`src/erm_pkg.sv`:
```
// Shared types, constants and the segment table of the echo range meter.
`default_nettype none

package erm_pkg;

    // Fixed field and state widths
    localparam int unsigned ERM_COUNT_W   = 32;
    localparam int unsigned ERM_DIVISOR_W = 16;
    localparam int unsigned ERM_DIST_W    = 14;
    localparam int unsigned ERM_BCD_W     = 16;
    localparam int unsigned ERM_SEL_W     = 4;
    localparam int unsigned ERM_SEG_W     = 8;

    // Defaults
    localparam int unsigned ERM_DIGITS = 4;
    localparam logic [ERM_DIVISOR_W-1:0] ERM_DIVISOR_RESET = 16'd58;
    localparam logic [ERM_DIST_W-1:0]    ERM_DIST_MAX      = 14'd9999;

    // Handshake status of an iterative unit
    typedef struct packed {
        logic busy;
        logic done;
    } unit_status_t;

    // Seven-segment pattern of one decimal digit, bit 0 unused
    function automatic logic [ERM_SEG_W-1:0] seg_pattern(input logic [3:0] digit);
        logic [ERM_SEG_W-1:0] pattern;
        case (digit)
            4'd0:    pattern = 8'h7E;
            4'd1:    pattern = 8'h0C;
            4'd2:    pattern = 8'hB6;
            4'd3:    pattern = 8'h9E;
            4'd4:    pattern = 8'hCC;
            4'd5:    pattern = 8'hDA;
            4'd6:    pattern = 8'hFA;
            4'd7:    pattern = 8'h4E;
            4'd8:    pattern = 8'hFE;
            4'd9:    pattern = 8'hCE;
            default: pattern = 8'h7E;
        endcase
        return pattern;
    endfunction

endpackage

`default_nettype wire

```
`src/erm_div.sv`:
```
// Restoring divider, one quotient bit per cycle, 32-bit dividend by 16-bit divisor.
`default_nettype none

module erm_div
    import erm_pkg::*;
(
    input  wire logic                     clk,
    input  wire logic                     rst_n,
    input  wire logic                     start,
    input  wire logic [ERM_COUNT_W-1:0]   dividend,
    input  wire logic [ERM_DIVISOR_W-1:0] divisor,
    output      logic [ERM_COUNT_W-1:0]   quotient,
    output      unit_status_t             status
);

    localparam int unsigned CNT_W = $clog2(ERM_COUNT_W);

    logic                     busy_reg, busy_next;
    logic                     done_reg, done_next;
    logic [CNT_W-1:0]         cnt_reg, cnt_next;
    logic [ERM_COUNT_W-1:0]   dvd_reg, dvd_next;
    logic [ERM_DIVISOR_W-1:0] rem_reg, rem_next;
    logic [ERM_DIVISOR_W-1:0] dvs_reg, dvs_next;
    logic [ERM_DIVISOR_W:0]   trial;
    logic [ERM_DIVISOR_W:0]   diff;

    // Shift in the next dividend bit and try the subtraction
    assign trial = {rem_reg, dvd_reg[ERM_COUNT_W-1]};
    assign diff  = trial - {1'b0, dvs_reg};

    always_comb
    begin
        busy_next = busy_reg;
        done_next = 1'b0;
        cnt_next  = cnt_reg;
        dvd_next  = dvd_reg;
        rem_next  = rem_reg;
        dvs_next  = dvs_reg;
        if (start)
        begin
            busy_next = 1'b1;
            cnt_next  = '0;
            dvd_next  = dividend;
            rem_next  = '0;
            dvs_next  = divisor;
        end
        else if (busy_reg)
        begin
            // Keep the difference when no borrow, quotient bit enters at the bottom
            if (!diff[ERM_DIVISOR_W])
            begin
                rem_next = diff[ERM_DIVISOR_W-1:0];
                dvd_next = {dvd_reg[ERM_COUNT_W-2:0], 1'b1};
            end
            else
            begin
                rem_next = trial[ERM_DIVISOR_W-1:0];
                dvd_next = {dvd_reg[ERM_COUNT_W-2:0], 1'b0};
            end
            cnt_next = cnt_reg + 1'b1;
            if (cnt_reg == CNT_W'(ERM_COUNT_W - 1))
            begin
                busy_next = 1'b0;
                done_next = 1'b1;
            end
        end
    end

    always_ff @(posedge clk or negedge rst_n)
    begin
        if (!rst_n)
        begin
            busy_reg <= 1'b0;
            done_reg <= 1'b0;
            cnt_reg  <= '0;
        end
        else
        begin
            busy_reg <= busy_next;
            done_reg <= done_next;
            cnt_reg  <= cnt_next;
        end
    end

    always_ff @(posedge clk)
    begin
        dvd_reg <= dvd_next;
        rem_reg <= rem_next;
        dvs_reg <= dvs_next;
    end

    assign quotient    = dvd_reg;
    assign status.busy = busy_reg;
    assign status.done = done_reg;

endmodule

`default_nettype wire

```
`src/erm_bcd.sv`:
```
// Binary to four-digit BCD converter, shift-and-add-three, one bit per cycle.
`default_nettype none

module erm_bcd
    import erm_pkg::*;
(
    input  wire logic                  clk,
    input  wire logic                  rst_n,
    input  wire logic                  start,
    input  wire logic [ERM_DIST_W-1:0] bin,
    output      logic [ERM_BCD_W-1:0]  bcd,
    output      unit_status_t          status
);

    localparam int unsigned CNT_W = $clog2(ERM_DIST_W);
    localparam int unsigned NIBS  = ERM_BCD_W / 4;

    logic                  busy_reg, busy_next;
    logic                  done_reg, done_next;
    logic [CNT_W-1:0]      cnt_reg, cnt_next;
    logic [ERM_DIST_W-1:0] shift_reg, shift_next;
    logic [ERM_BCD_W-1:0]  bcd_reg, bcd_next;
    logic [ERM_BCD_W-1:0]  adj;

    // Add three to every digit of five or more before the shift
    always_comb
    begin
        for (int n = 0; n < NIBS; n++)
        begin
            if (bcd_reg[4*n +: 4] >= 4'd5)
                adj[4*n +: 4] = bcd_reg[4*n +: 4] + 4'd3;
            else
                adj[4*n +: 4] = bcd_reg[4*n +: 4];
        end
    end

    always_comb
    begin
        busy_next  = busy_reg;
        done_next  = 1'b0;
        cnt_next   = cnt_reg;
        shift_next = shift_reg;
        bcd_next   = bcd_reg;
        if (start)
        begin
            busy_next  = 1'b1;
            cnt_next   = '0;
            shift_next = bin;
            bcd_next   = '0;
        end
        else if (busy_reg)
        begin
            bcd_next   = {adj[ERM_BCD_W-2:0], shift_reg[ERM_DIST_W-1]};
            shift_next = {shift_reg[ERM_DIST_W-2:0], 1'b0};
            cnt_next   = cnt_reg + 1'b1;
            if (cnt_reg == CNT_W'(ERM_DIST_W - 1))
            begin
                busy_next = 1'b0;
                done_next = 1'b1;
            end
        end
    end

    always_ff @(posedge clk or negedge rst_n)
    begin
        if (!rst_n)
        begin
            busy_reg <= 1'b0;
            done_reg <= 1'b0;
            cnt_reg  <= '0;
        end
        else
        begin
            busy_reg <= busy_next;
            done_reg <= done_next;
            cnt_reg  <= cnt_next;
        end
    end

    always_ff @(posedge clk)
    begin
        shift_reg <= shift_next;
        bcd_reg   <= bcd_next;
    end

    assign bcd         = bcd_reg;
    assign status.busy = busy_reg;
    assign status.done = done_reg;

endmodule

`default_nettype wire

```
`src/echo_range_meter_display.sv`:
```
// Operation: an item with tick set starts the divider on its pulse width; the saturated quotient
// is converted to BCD and one digit is registered to the output. An item without tick gives no result.
// Flow: no new item is taken while the bit-serial divider and BCD converter run; in_stall is high
// while they run and while a finished result waits for the output register.
// Reset: asynchronous, active low; clears counters, stamps, width, scan index, divisor to 58.
`default_nettype none

module echo_range_meter_display
    import erm_pkg::*;
#(
    parameter int unsigned DIGITS = ERM_DIGITS
)
(
    input  wire logic                  clk,
    input  wire logic                  rst_n,
    // APB configuration port
    input  wire logic                  psel,
    input  wire logic                  penable,
    input  wire logic                  pwrite,
    input  wire logic [2:0]            paddr,
    input  wire logic [31:0]           pwdata,
    output      logic [31:0]           prdata,
    output      logic                  pready,
    // Input channel
    input  wire logic                  in_valid,
    output      logic                  in_stall,
    input  wire logic                  echo_rise,
    input  wire logic                  echo_fall,
    input  wire logic                  tick,
    // Output channel
    output      logic                  out_valid,
    input  wire logic                  out_stall,
    output      logic [ERM_SEL_W-1:0]  digit_select,
    output      logic [ERM_SEG_W-1:0]  segment_code,
    output      logic [ERM_DIST_W-1:0] distance
);

    localparam int unsigned SCAN_W = (DIGITS > 1) ? $clog2(DIGITS) : 1;

    localparam logic [1:0] ST_IDLE = 2'd0;
    localparam logic [1:0] ST_DIV  = 2'd1;
    localparam logic [1:0] ST_BCD  = 2'd2;
    localparam logic [1:0] ST_OUT  = 2'd3;

    logic [1:0]               state_reg, state_next;
    logic [ERM_DIVISOR_W-1:0] divisor_reg;
    logic [ERM_COUNT_W-1:0]   tick_count_reg, tick_count_next;
    logic [ERM_COUNT_W-1:0]   rise_stamp_reg, rise_stamp_next;
    logic [ERM_COUNT_W-1:0]   pulse_width_reg, pulse_width_next;
    logic [SCAN_W-1:0]        scan_reg, scan_next;
    logic [ERM_DIST_W-1:0]    dist_reg, dist_next;
    logic                     out_valid_reg, out_valid_next;
    logic [ERM_SEL_W-1:0]     sel_reg, sel_next;
    logic [ERM_SEG_W-1:0]     seg_reg, seg_next;
    logic [ERM_DIST_W-1:0]    odist_reg, odist_next;

    logic                     in_xfer;
    logic                     cfg_write;
    logic                     div_start;
    logic                     bcd_start;
    logic [ERM_COUNT_W-1:0]   quotient;
    logic [ERM_BCD_W-1:0]     bcd_val;
    unit_status_t             div_st;
    unit_status_t             bcd_st;
    logic                     load_out;
    logic [2:0]               scan3;
    logic [2:0]               place3;
    logic [3:0]               digit;

    assign in_xfer   = in_valid && !in_stall;
    assign in_stall  = (state_reg != ST_IDLE);
    assign cfg_write = psel && penable && pwrite && pready;

    // Configuration register
    assign pready = 1'b1;
    assign prdata = {16'd0, divisor_reg};

    always_ff @(posedge clk or negedge rst_n)
    begin
        if (!rst_n)
            divisor_reg <= ERM_DIVISOR_RESET;
        else if (cfg_write && !paddr[2])
            divisor_reg <= pwdata[ERM_DIVISOR_W-1:0];
    end

    // Stamp edges against the count before this transfer's tick
    always_comb
    begin
        rise_stamp_next  = rise_stamp_reg;
        pulse_width_next = pulse_width_reg;
        tick_count_next  = tick_count_reg;
        if (in_xfer)
        begin
            if (echo_rise)
                rise_stamp_next = tick_count_reg;
            if (echo_fall)
                pulse_width_next = tick_count_reg - rise_stamp_next;
            if (tick)
                tick_count_next = tick_count_reg + 1'b1;
        end
    end

    assign div_start = in_xfer && tick;
    assign bcd_start = div_st.done;

    // Saturate the quotient; a zero divisor yields all ones and so saturates too
    assign dist_next = (quotient > ERM_COUNT_W'(ERM_DIST_MAX)) ? ERM_DIST_MAX
                                                            : quotient[ERM_DIST_W-1:0];

    erm_div u_div
    (
        .clk      (clk),
        .rst_n    (rst_n),
        .start    (div_start),
        .dividend (pulse_width_next),
        .divisor  (divisor_reg),
        .quotient (quotient),
        .status   (div_st)
    );

    // Convert the saturated quotient in the same cycle it is captured
    erm_bcd u_bcd
    (
        .clk    (clk),
        .rst_n  (rst_n),
        .start  (bcd_start),
        .bin    (dist_next),
        .bcd    (bcd_val),
        .status (bcd_st)
    );

    // Pick the digit shown at this scan position
    assign scan3  = 3'(scan_reg);
    assign place3 = 3'(DIGITS - 1) - scan3;
    assign digit  = place3[2] ? 4'd0 : bcd_val[{place3[1:0], 2'b00} +: 4];

    assign load_out = (state_reg == ST_OUT) && (!out_valid_reg || !out_stall);

    always_comb
    begin
        sel_next   = sel_reg;
        seg_next   = seg_reg;
        odist_next = odist_reg;
        scan_next  = scan_reg;
        if (load_out)
        begin
            sel_next   = scan3[2] ? '0 : (ERM_SEL_W'(1) << scan3[1:0]);
            seg_next   = seg_pattern(digit);
            odist_next = dist_reg;
            if (32'(scan_reg) + 32'd1 >= 32'(DIGITS))
                scan_next = '0;
            else
                scan_next = scan_reg + 1'b1;
        end
    end

    // Hold the result until the transfer, then drop valid
    always_comb
    begin
        out_valid_next = out_valid_reg;
        if (load_out)
            out_valid_next = 1'b1;
        else if (out_valid_reg && !out_stall)
            out_valid_next = 1'b0;
    end

    // Sequence the divider and the converter
    always_comb
    begin
        state_next = state_reg;
        case (state_reg)
            ST_IDLE:
            begin
                if (div_start)
                    state_next = ST_DIV;
            end
            ST_DIV:
            begin
                if (div_st.done)
                    state_next = ST_BCD;
            end
            ST_BCD:
            begin
                if (bcd_st.done)
                    state_next = ST_OUT;
            end
            ST_OUT:
            begin
                if (load_out)
                    state_next = ST_IDLE;
            end
            default:
                state_next = ST_IDLE;
        endcase
    end

    always_ff @(posedge clk or negedge rst_n)
    begin
        if (!rst_n)
        begin
            state_reg       <= ST_IDLE;
            tick_count_reg  <= '0;
            rise_stamp_reg  <= '0;
            pulse_width_reg <= '0;
            scan_reg        <= '0;
            out_valid_reg   <= 1'b0;
        end
        else
        begin
            state_reg       <= state_next;
            tick_count_reg  <= tick_count_next;
            rise_stamp_reg  <= rise_stamp_next;
            pulse_width_reg <= pulse_width_next;
            scan_reg        <= scan_next;
            out_valid_reg   <= out_valid_next;
        end
    end

    always_ff @(posedge clk)
    begin
        if (div_st.done)
            dist_reg <= dist_next;
        sel_reg   <= sel_next;
        seg_reg   <= seg_next;
        odist_reg <= odist_next;
    end

    assign out_valid    = out_valid_reg;
    assign digit_select = sel_reg;
    assign segment_code = seg_reg;
    assign distance     = odist_reg;

    // Checks
    a_dist_sat: assert property (@(posedge clk) disable iff (!rst_n)
        out_valid |-> (distance <= ERM_DIST_MAX))
        else $error("distance above saturation limit");

    a_sel_onehot: assert property (@(posedge clk) disable iff (!rst_n)
        out_valid |-> $onehot0(digit_select))
        else $error("digit select not one-hot");

    a_div_done_state: assert property (@(posedge clk) disable iff (!rst_n)
        div_st.done |-> (state_reg == ST_DIV))
        else $error("divider finished outside divide phase");

    a_bcd_done_state: assert property (@(posedge clk) disable iff (!rst_n)
        bcd_st.done |-> (state_reg == ST_BCD))
        else $error("converter finished outside conversion phase");

    a_start_idle: assert property (@(posedge clk) disable iff (!rst_n)
        div_start |=> (state_reg == ST_DIV) && div_st.busy)
        else $error("divider did not start on tick transfer");

endmodule

`default_nettype wire
```
`config.mk`:
```
export PLATFORM = sky130hd
export DESIGN_NAME = echo_range_meter_display
export DESIGN_NICKNAME = d
export VERILOG_FILES = /design/src/erm_pkg.sv /design/src/erm_div.sv /design/src/erm_bcd.sv /design/src/echo_range_meter_display.sv
export SDC_FILE = /design/constraint.sdc
export NUM_CORES = 1
export LEC_CHECK = 0
export BUFFER_PORTS_ARGS = -buffer_cell sky130_fd_sc_hd__buf_2
export CAP_MARGIN = 20
export CORE_ASPECT_RATIO = 1.2
export CORE_MARGIN = 2
export CORE_UTILIZATION = 40
export CTS_CLUSTER_DIAMETER = 150
export CTS_CLUSTER_SIZE = 16
export DETAILED_ROUTE_END_ITERATION = 12
export PLACE_DENSITY = 0.63
export SLEW_MARGIN = 5
export SYNTH_ARGS = -nofsm -noshare
export SYNTH_HDL_FRONTEND = slang
export SYNTH_SLANG_ARGS = --single-unit
```
`constraint.sdc`:
```
create_clock -name clk -period 5 [get_ports clk]
set_clock_uncertainty 0.2 [all_clocks]
set_input_delay 0.75 -clock clk [delete_from_list [all_inputs] [get_ports clk]]
set_output_delay 0.75 -clock clk [all_outputs]
set_load 0.02 [all_outputs]
```
-- Word-level counts from Yosys, hierarchy flattened
Memories as Yosys holds them, arrays and structs flattened. A register that Yosys moved wholly into a read port is not among the register bits.
Cells that the tools add are included.
- bits in registers: 264
- bits in latches: 0
- bits in writable memories: 0
- bits in read-only memories: 112
- bits of input ports: 45
- logic and storage cells: 111
- memories kept: 1
- memories (memory ; words ; bits a word ; rd ports ; clocked after memory_dff ; wr ports ; RTL line ; source):
    (no name shown) ; 16 ; 7 ; 1 ; 1 ; 0 ; erm_pkg.sv:28 ; case (digit)
- $add $sub $neg: 12
- multiply operators: 0
- div/mod/pow operators: 0
- magnitude comparators: 6
- equality and inequality tests: 9
- shift-type cells: 2
- muxes and demuxes: 40
- bitwise gates (word level): 0
- reduce and logical (&&, ||, !) cells: 19
- operator list (operator ; count):
    32-bit 2-to-1 mux ; 6
    14-bit 2-to-1 mux ; 3
    32-bit by 1-bit adder with 32-bit output, second input constant ; 1
    32-bit by 14-bit > comparator with 1-bit output, second input constant ; 1
    32-bit subtractor ; 1
    4-bit 2-to-1 mux ; 6
    17-bit by 16-bit subtractor with 17-bit output ; 1
    4-bit by 3-bit greater-or-equal comparator with 1-bit output, second input constant ; 4
    16-bit 2-to-1 mux ; 1
    16-bit by 5-bit indexed part select with 4-bit output ; 1
    1-bit 2-to-1 mux ; 15
    4-bit by 2-bit adder with 4-bit output, second input constant ; 3
    2-bit 2-to-1 mux ; 5
    5-bit 2-to-1 mux ; 2
    2-bit case mux with 4 select lines ; 1
    2-bit nonzero test ; 4
    1-bit logical AND ; 7
    5-bit by 1-bit adder with 5-bit output, second input constant ; 1
    5-bit == test, second input constant ; 1
    4-bit by 1-bit adder with 4-bit output, second input constant ; 1
    2-bit == test, second input constant ; 2
    4-bit == test, second input constant ; 1
    1-bit logical NOT ; 4
    2-bit by 1-bit inequality test with 1-bit output, second input constant ; 2
    13 further kinds ; 14

-- Longest topological paths before layout
- depth in word-level cells: 8
- mapped depth: 15

-- Modules after synthesis
Synthesis repeated with hierarchy kept, for this count alone.
- cell total of the unflattened synthesis: 1264
- area total of the unflattened synthesis: 13977.2 µm²
- modules (own cells, without submodules) (module ; times used ; cells each ; area each (µm²)):
    echo_range_meter_display ; 1 ; 768 ; 8363.0
    erm_div ; 1 ; 324 ; 3771.1
    erm_bcd ; 1 ; 172 ; 1843.0

-- Worst setup path after synthesis
OpenSTA, ideal clock, no wires.
- path type: input to register
- start: in echo_rise
- end: reg u_div.dvd_reg[31] (netlist: u_div.quotient[31]), data pin
- library setup time: 260 ps
- arrival time: 4208 ps
- data required time: 4540 ps
- setup slack: 332 ps
- stages on the path: 14
- buffers on the path: 2
- path through: clkbuf_1 > clkbuf_1 > mux2i_1 > ha_1 > nor2b_1 > o31ai_1 > a211oi_4 > o31a_4 > a21o_4 > a211oi_4 > o41ai_2 > xnor2_1 > mux2_4 > mux2_4
- longest elaborated chain between the ends: 6
- RTL lines (what ; RTL line ; source):
    start: declaration ; echo_range_meter_display.sv:27 ; input wire logic echo_rise,
    32-bit 2-to-1 mux ; echo_range_meter_display.sv:94 ; if (echo_rise)
    32-bit 2-to-1 mux ; echo_range_meter_display.sv:92 ; if (in_xfer)
    32-bit subtractor ; echo_range_meter_display.sv:97 ; pulse_width_next = tick_count_reg - rise_stamp_next;
    32-bit 2-to-1 mux ; echo_range_meter_display.sv:96 ; if (echo_fall)
    32-bit 2-to-1 mux ; echo_range_meter_display.sv:92 ;
    via pulse_width_next[31] ; echo_range_meter_display.sv:49 ; logic [ERM_COUNT_W-1:0] pulse_width_reg, pulse_width_next;
    32-bit 2-to-1 mux ; erm_div.sv:39 ; if (start)
    via u_div.dvd_next[31] ; erm_div.sv:21 ; logic [ERM_COUNT_W-1:0] dvd_reg, dvd_next;
    end signal: assignment ; erm_div.sv:87 ; dvd_reg <= dvd_next;
    end: declaration ; erm_div.sv:21 ;
The timed path passes the listed nets, and every way through them passes these cells. The select of a mux whose other input is x is not followed.
A chain may end at the register's enable or synchronous reset.

-- Final worst setup path
Ends and elaborated chain as after synthesis.

==> results.sh <==
export IMPL_wl_um=25100
export IMPL_dr_first_iter_drc_count=347
export IMPL_yosys_warnings=0
export IMPL_crit_fanout=9
export IMPL_wl_per_cell_um=14.2
export IMPL_hold_viol_final=0
export IMPL_grt_total_usage_pct=14.1
export IMPL_drv_cap=0
export IMPL_worstSetupEndpoint="u_div.quotient[31]"
export IMPL_route_vias_total=8900
export IMPL_outcome="finished clean"
export IMPL_fin_tns_setup_ns=0
export IMPL_start_kind="input pin"
export IMPL_syn_avg_cell_area_um2=11.0
export IMPL_portBuffers=69
export IMPL_clockBufferDepth=3
export IMPL_timing_slew_headroom_pct=30.5
export IMPL_fin_area_mm2=0.0150
export IMPL_critPathKind="in2reg"
export IMPL_die_area_mm2=0.0355
export IMPL_pre_cts_ws_ns=0.537
export IMPL_start_util_pct=40.3
export IMPL_firstDrtPassIters=4
export IMPL_p_leak_nw=6.64
export IMPL_clock_latency_ns=0.51
export IMPL_p_per_area_mw_per_mm2=548
export IMPL_ys_seq_area_share_pct=50.9
export IMPL_max_vdd_ir_drop_uv=255
export IMPL_rows=74
export IMPL_clock_fmax_ghz=0.253
export IMPL_clk_pin_slew_ns=0.07
export IMPL_rsz0062_at_grt="no"
export IMPL_ys_ff_latch=263
export IMPL_period_minus_slack_ns=3.95
export IMPL_hold_class="in2async"
export IMPL_synth_ff_type="dfrtp_1"
export IMPL_cts_made_buffers=20
export IMPL_layout_nets=1420
export IMPL_cts_root_buffer="clkbuf_16"
export IMPL_pin_count=106
export IMPL_crit_start="echo_rise"
export IMPL_slew_viol_final=0
export IMPL_setup_viol_count_final=0
export IMPL_netlist_area_mm2=0.0136
export IMPL_cts_setup_buffers=0
export IMPL_synthArstFlopShare_pct=49.4
export IMPL_cts_htree_levels=1
export IMPL_gr_total_overflow=0
export IMPL_tritoncts="built"
export IMPL_layout_common_cells="nand2_1 (140), dfrtp_1 (125), edfxtp_1 (101)"
export IMPL_ant_nets=0
export IMPL_drc=0
export IMPL_core_mm2=0.0338
export IMPL_grt_first_pass_wirelength_um=41300
export IMPL_period_share_pct=78.9
export IMPL_fin_ws_ns=1.05
export IMPL_multi_input_area_mm2=0.00625
export IMPL_hold_buffers=0
export IMPL_clock_sinks=263
export IMPL_ys_types=72
export IMPL_viasPerCell=5.02
export IMPL_place_area_mm2=0.0144
export IMPL_nFillCells=3133
export IMPL_antenna_found_initial=1
export IMPL_grt_pass1_vias=8585
export IMPL_worstMarginPinSlew_ns=1.04
export IMPL_final_common_cell="nand2_1"
export IMPL_die_y_um=206
export IMPL_dp_cells=1736
export IMPL_dp_hpwl_um=17800
export IMPL_instances_no_fill=1772
export IMPL_gp_congestion=0.810
export IMPL_cts_resized=0
export IMPL_final_seq_area_mm2=0.00693
export IMPL_r2r_cells=12
export IMPL_synthToLayoutAreaGrowth_pct=10.0
export IMPL_endpoint_kind="register"
export IMPL_syn_inst=1241
export IMPL_rrSetupSlack_ns=1.20
export IMPL_grt_max_degree=99
export IMPL_cp_arrival_ns=4.00
export IMPL_final_util_pct=44.3
export IMPL_worstPathRequired_ns=5.06
export IMPL_drive_gt1_share_pct=15.7
export IMPL_fp_dieW_um=172
export IMPL_synth_edf_count=101
export IMPL_r2r_start="tick_count_reg[8]"
export IMPL_timing_rr_end="u_div.quotient[31]"
cell families after synthesis:
kind of cell	Yosys count	synth area share, %
flops	263	50.9
compound gates	234	10.9
simple gates	350	12.0
fa+ha+maj	73	6.82
xor+xnor	78	5.07
mux	130	10.6
buf+inv	111	3.68
other cells	2	0.0551
power breakdown:
| part | leakage, nW | total (mW) | internal, mW | switching, mW |
|---|---|---|---|---|
| Combinational | 3.52 | 3.33 | 1.52 | 1.81 |
| Sequential | 2.84 | 3.37 | 2.95 | 0.418 |
| Clock | 0.280 | 1.52 | 0.787 | 0.733 |
synthesized netlist by cell type, types with 14 or more instances:
cell | n | area, um^2
a21o_1 | 22 | 165
a21oi_1 | 64 | 320
a31oi_1 | 14 | 87.6
and2_1 | 14 | 87.6
buf_4 | 18 | 135
clkbuf_1 | 31 | 116
dfrtp_1 | 126 | 3150
dfxtp_1 | 32 | 641
edfxtp_1 | 101 | 3030
ha_1 | 71 | 888
inv_1 | 52 | 195
mux2_2 | 71 | 800
mux2i_1 | 53 | 531
nand2_1 | 140 | 526
nand2b_1 | 18 | 113
nand3_1 | 30 | 150
nor2_1 | 71 | 267
nor2b_1 | 15 | 93.8
o21ai_0 | 62 | 310
o21ai_1 | 18 | 90.1
xnor2_1 | 47 | 412
xor2_1 | 30 | 263
worst max-delay path: stages:
cell and delay (ns):
buf_2 0.26, mux2i_1 0.23, ha_1 0.32, a2111oi_0 0.46, o21a_2 0.22, nor3_1 0.09, o31a_4 0.39, a21o_4 0.24
a211oi_4 0.26, o41ai_2 0.12, xnor2_1 0.14, mux2_4 0.27, mux2_4 0.26
worst min path at each step:
stage / start / endpoint / slack [ns] / cells after the start
final: rst_n / divisor_reg[14] / 0.12 / 1
after global routing: rst_n / divisor_reg[13] / 0.20 / 1
after CTS: rst_n / divisor_reg[13] / 0.17 / 1
after detailed placement: dist_reg[2] / distance[2] / 0.20 / 0
after global placement: dist_reg[9] / distance[9] / 0.20 / 0
after floorplan: dist_reg[0] / distance[0] / 0.20 / 0
area by class of cell:
| type | instances | area share, % |
|---|---|---|
| multi-input cells | 883 | 41.7 |
| inverters | 54 | 1.36 |
| diodes | 1 | 0.0167 |
| clock inverters | 1 | 0.0752 |
| flip-flops and latches | 263 | 46.3 |
| clock buffers | 34 | 3.83 |
| repair buffers | 80 | 2.90 |
| well taps | 456 | 3.81 |
metrics by stage:
step / power [mW] / hold slack (ns)
after floorplan: 5.98 / 0.200
after global placement: 6.64 / 0.201
after detailed placement: 6.75 / 0.205
after CTS: 8.31 / 0.166
after global routing: 8.84 / 0.195
final: 8.21 / 0.117
metal layers:
layer / global-route usage [%] / share of wire, % / vias up
met1: 17.6 / 45 / 4269
li1: - / - / 4484
met3: 2.18 / 3.3 / 33
met5: 0 / 0.064 / -
met2: 25.3 / 50 / 112
met4: 3.78 / 1.8 / 2
Power figures use the tool's default switching activity.
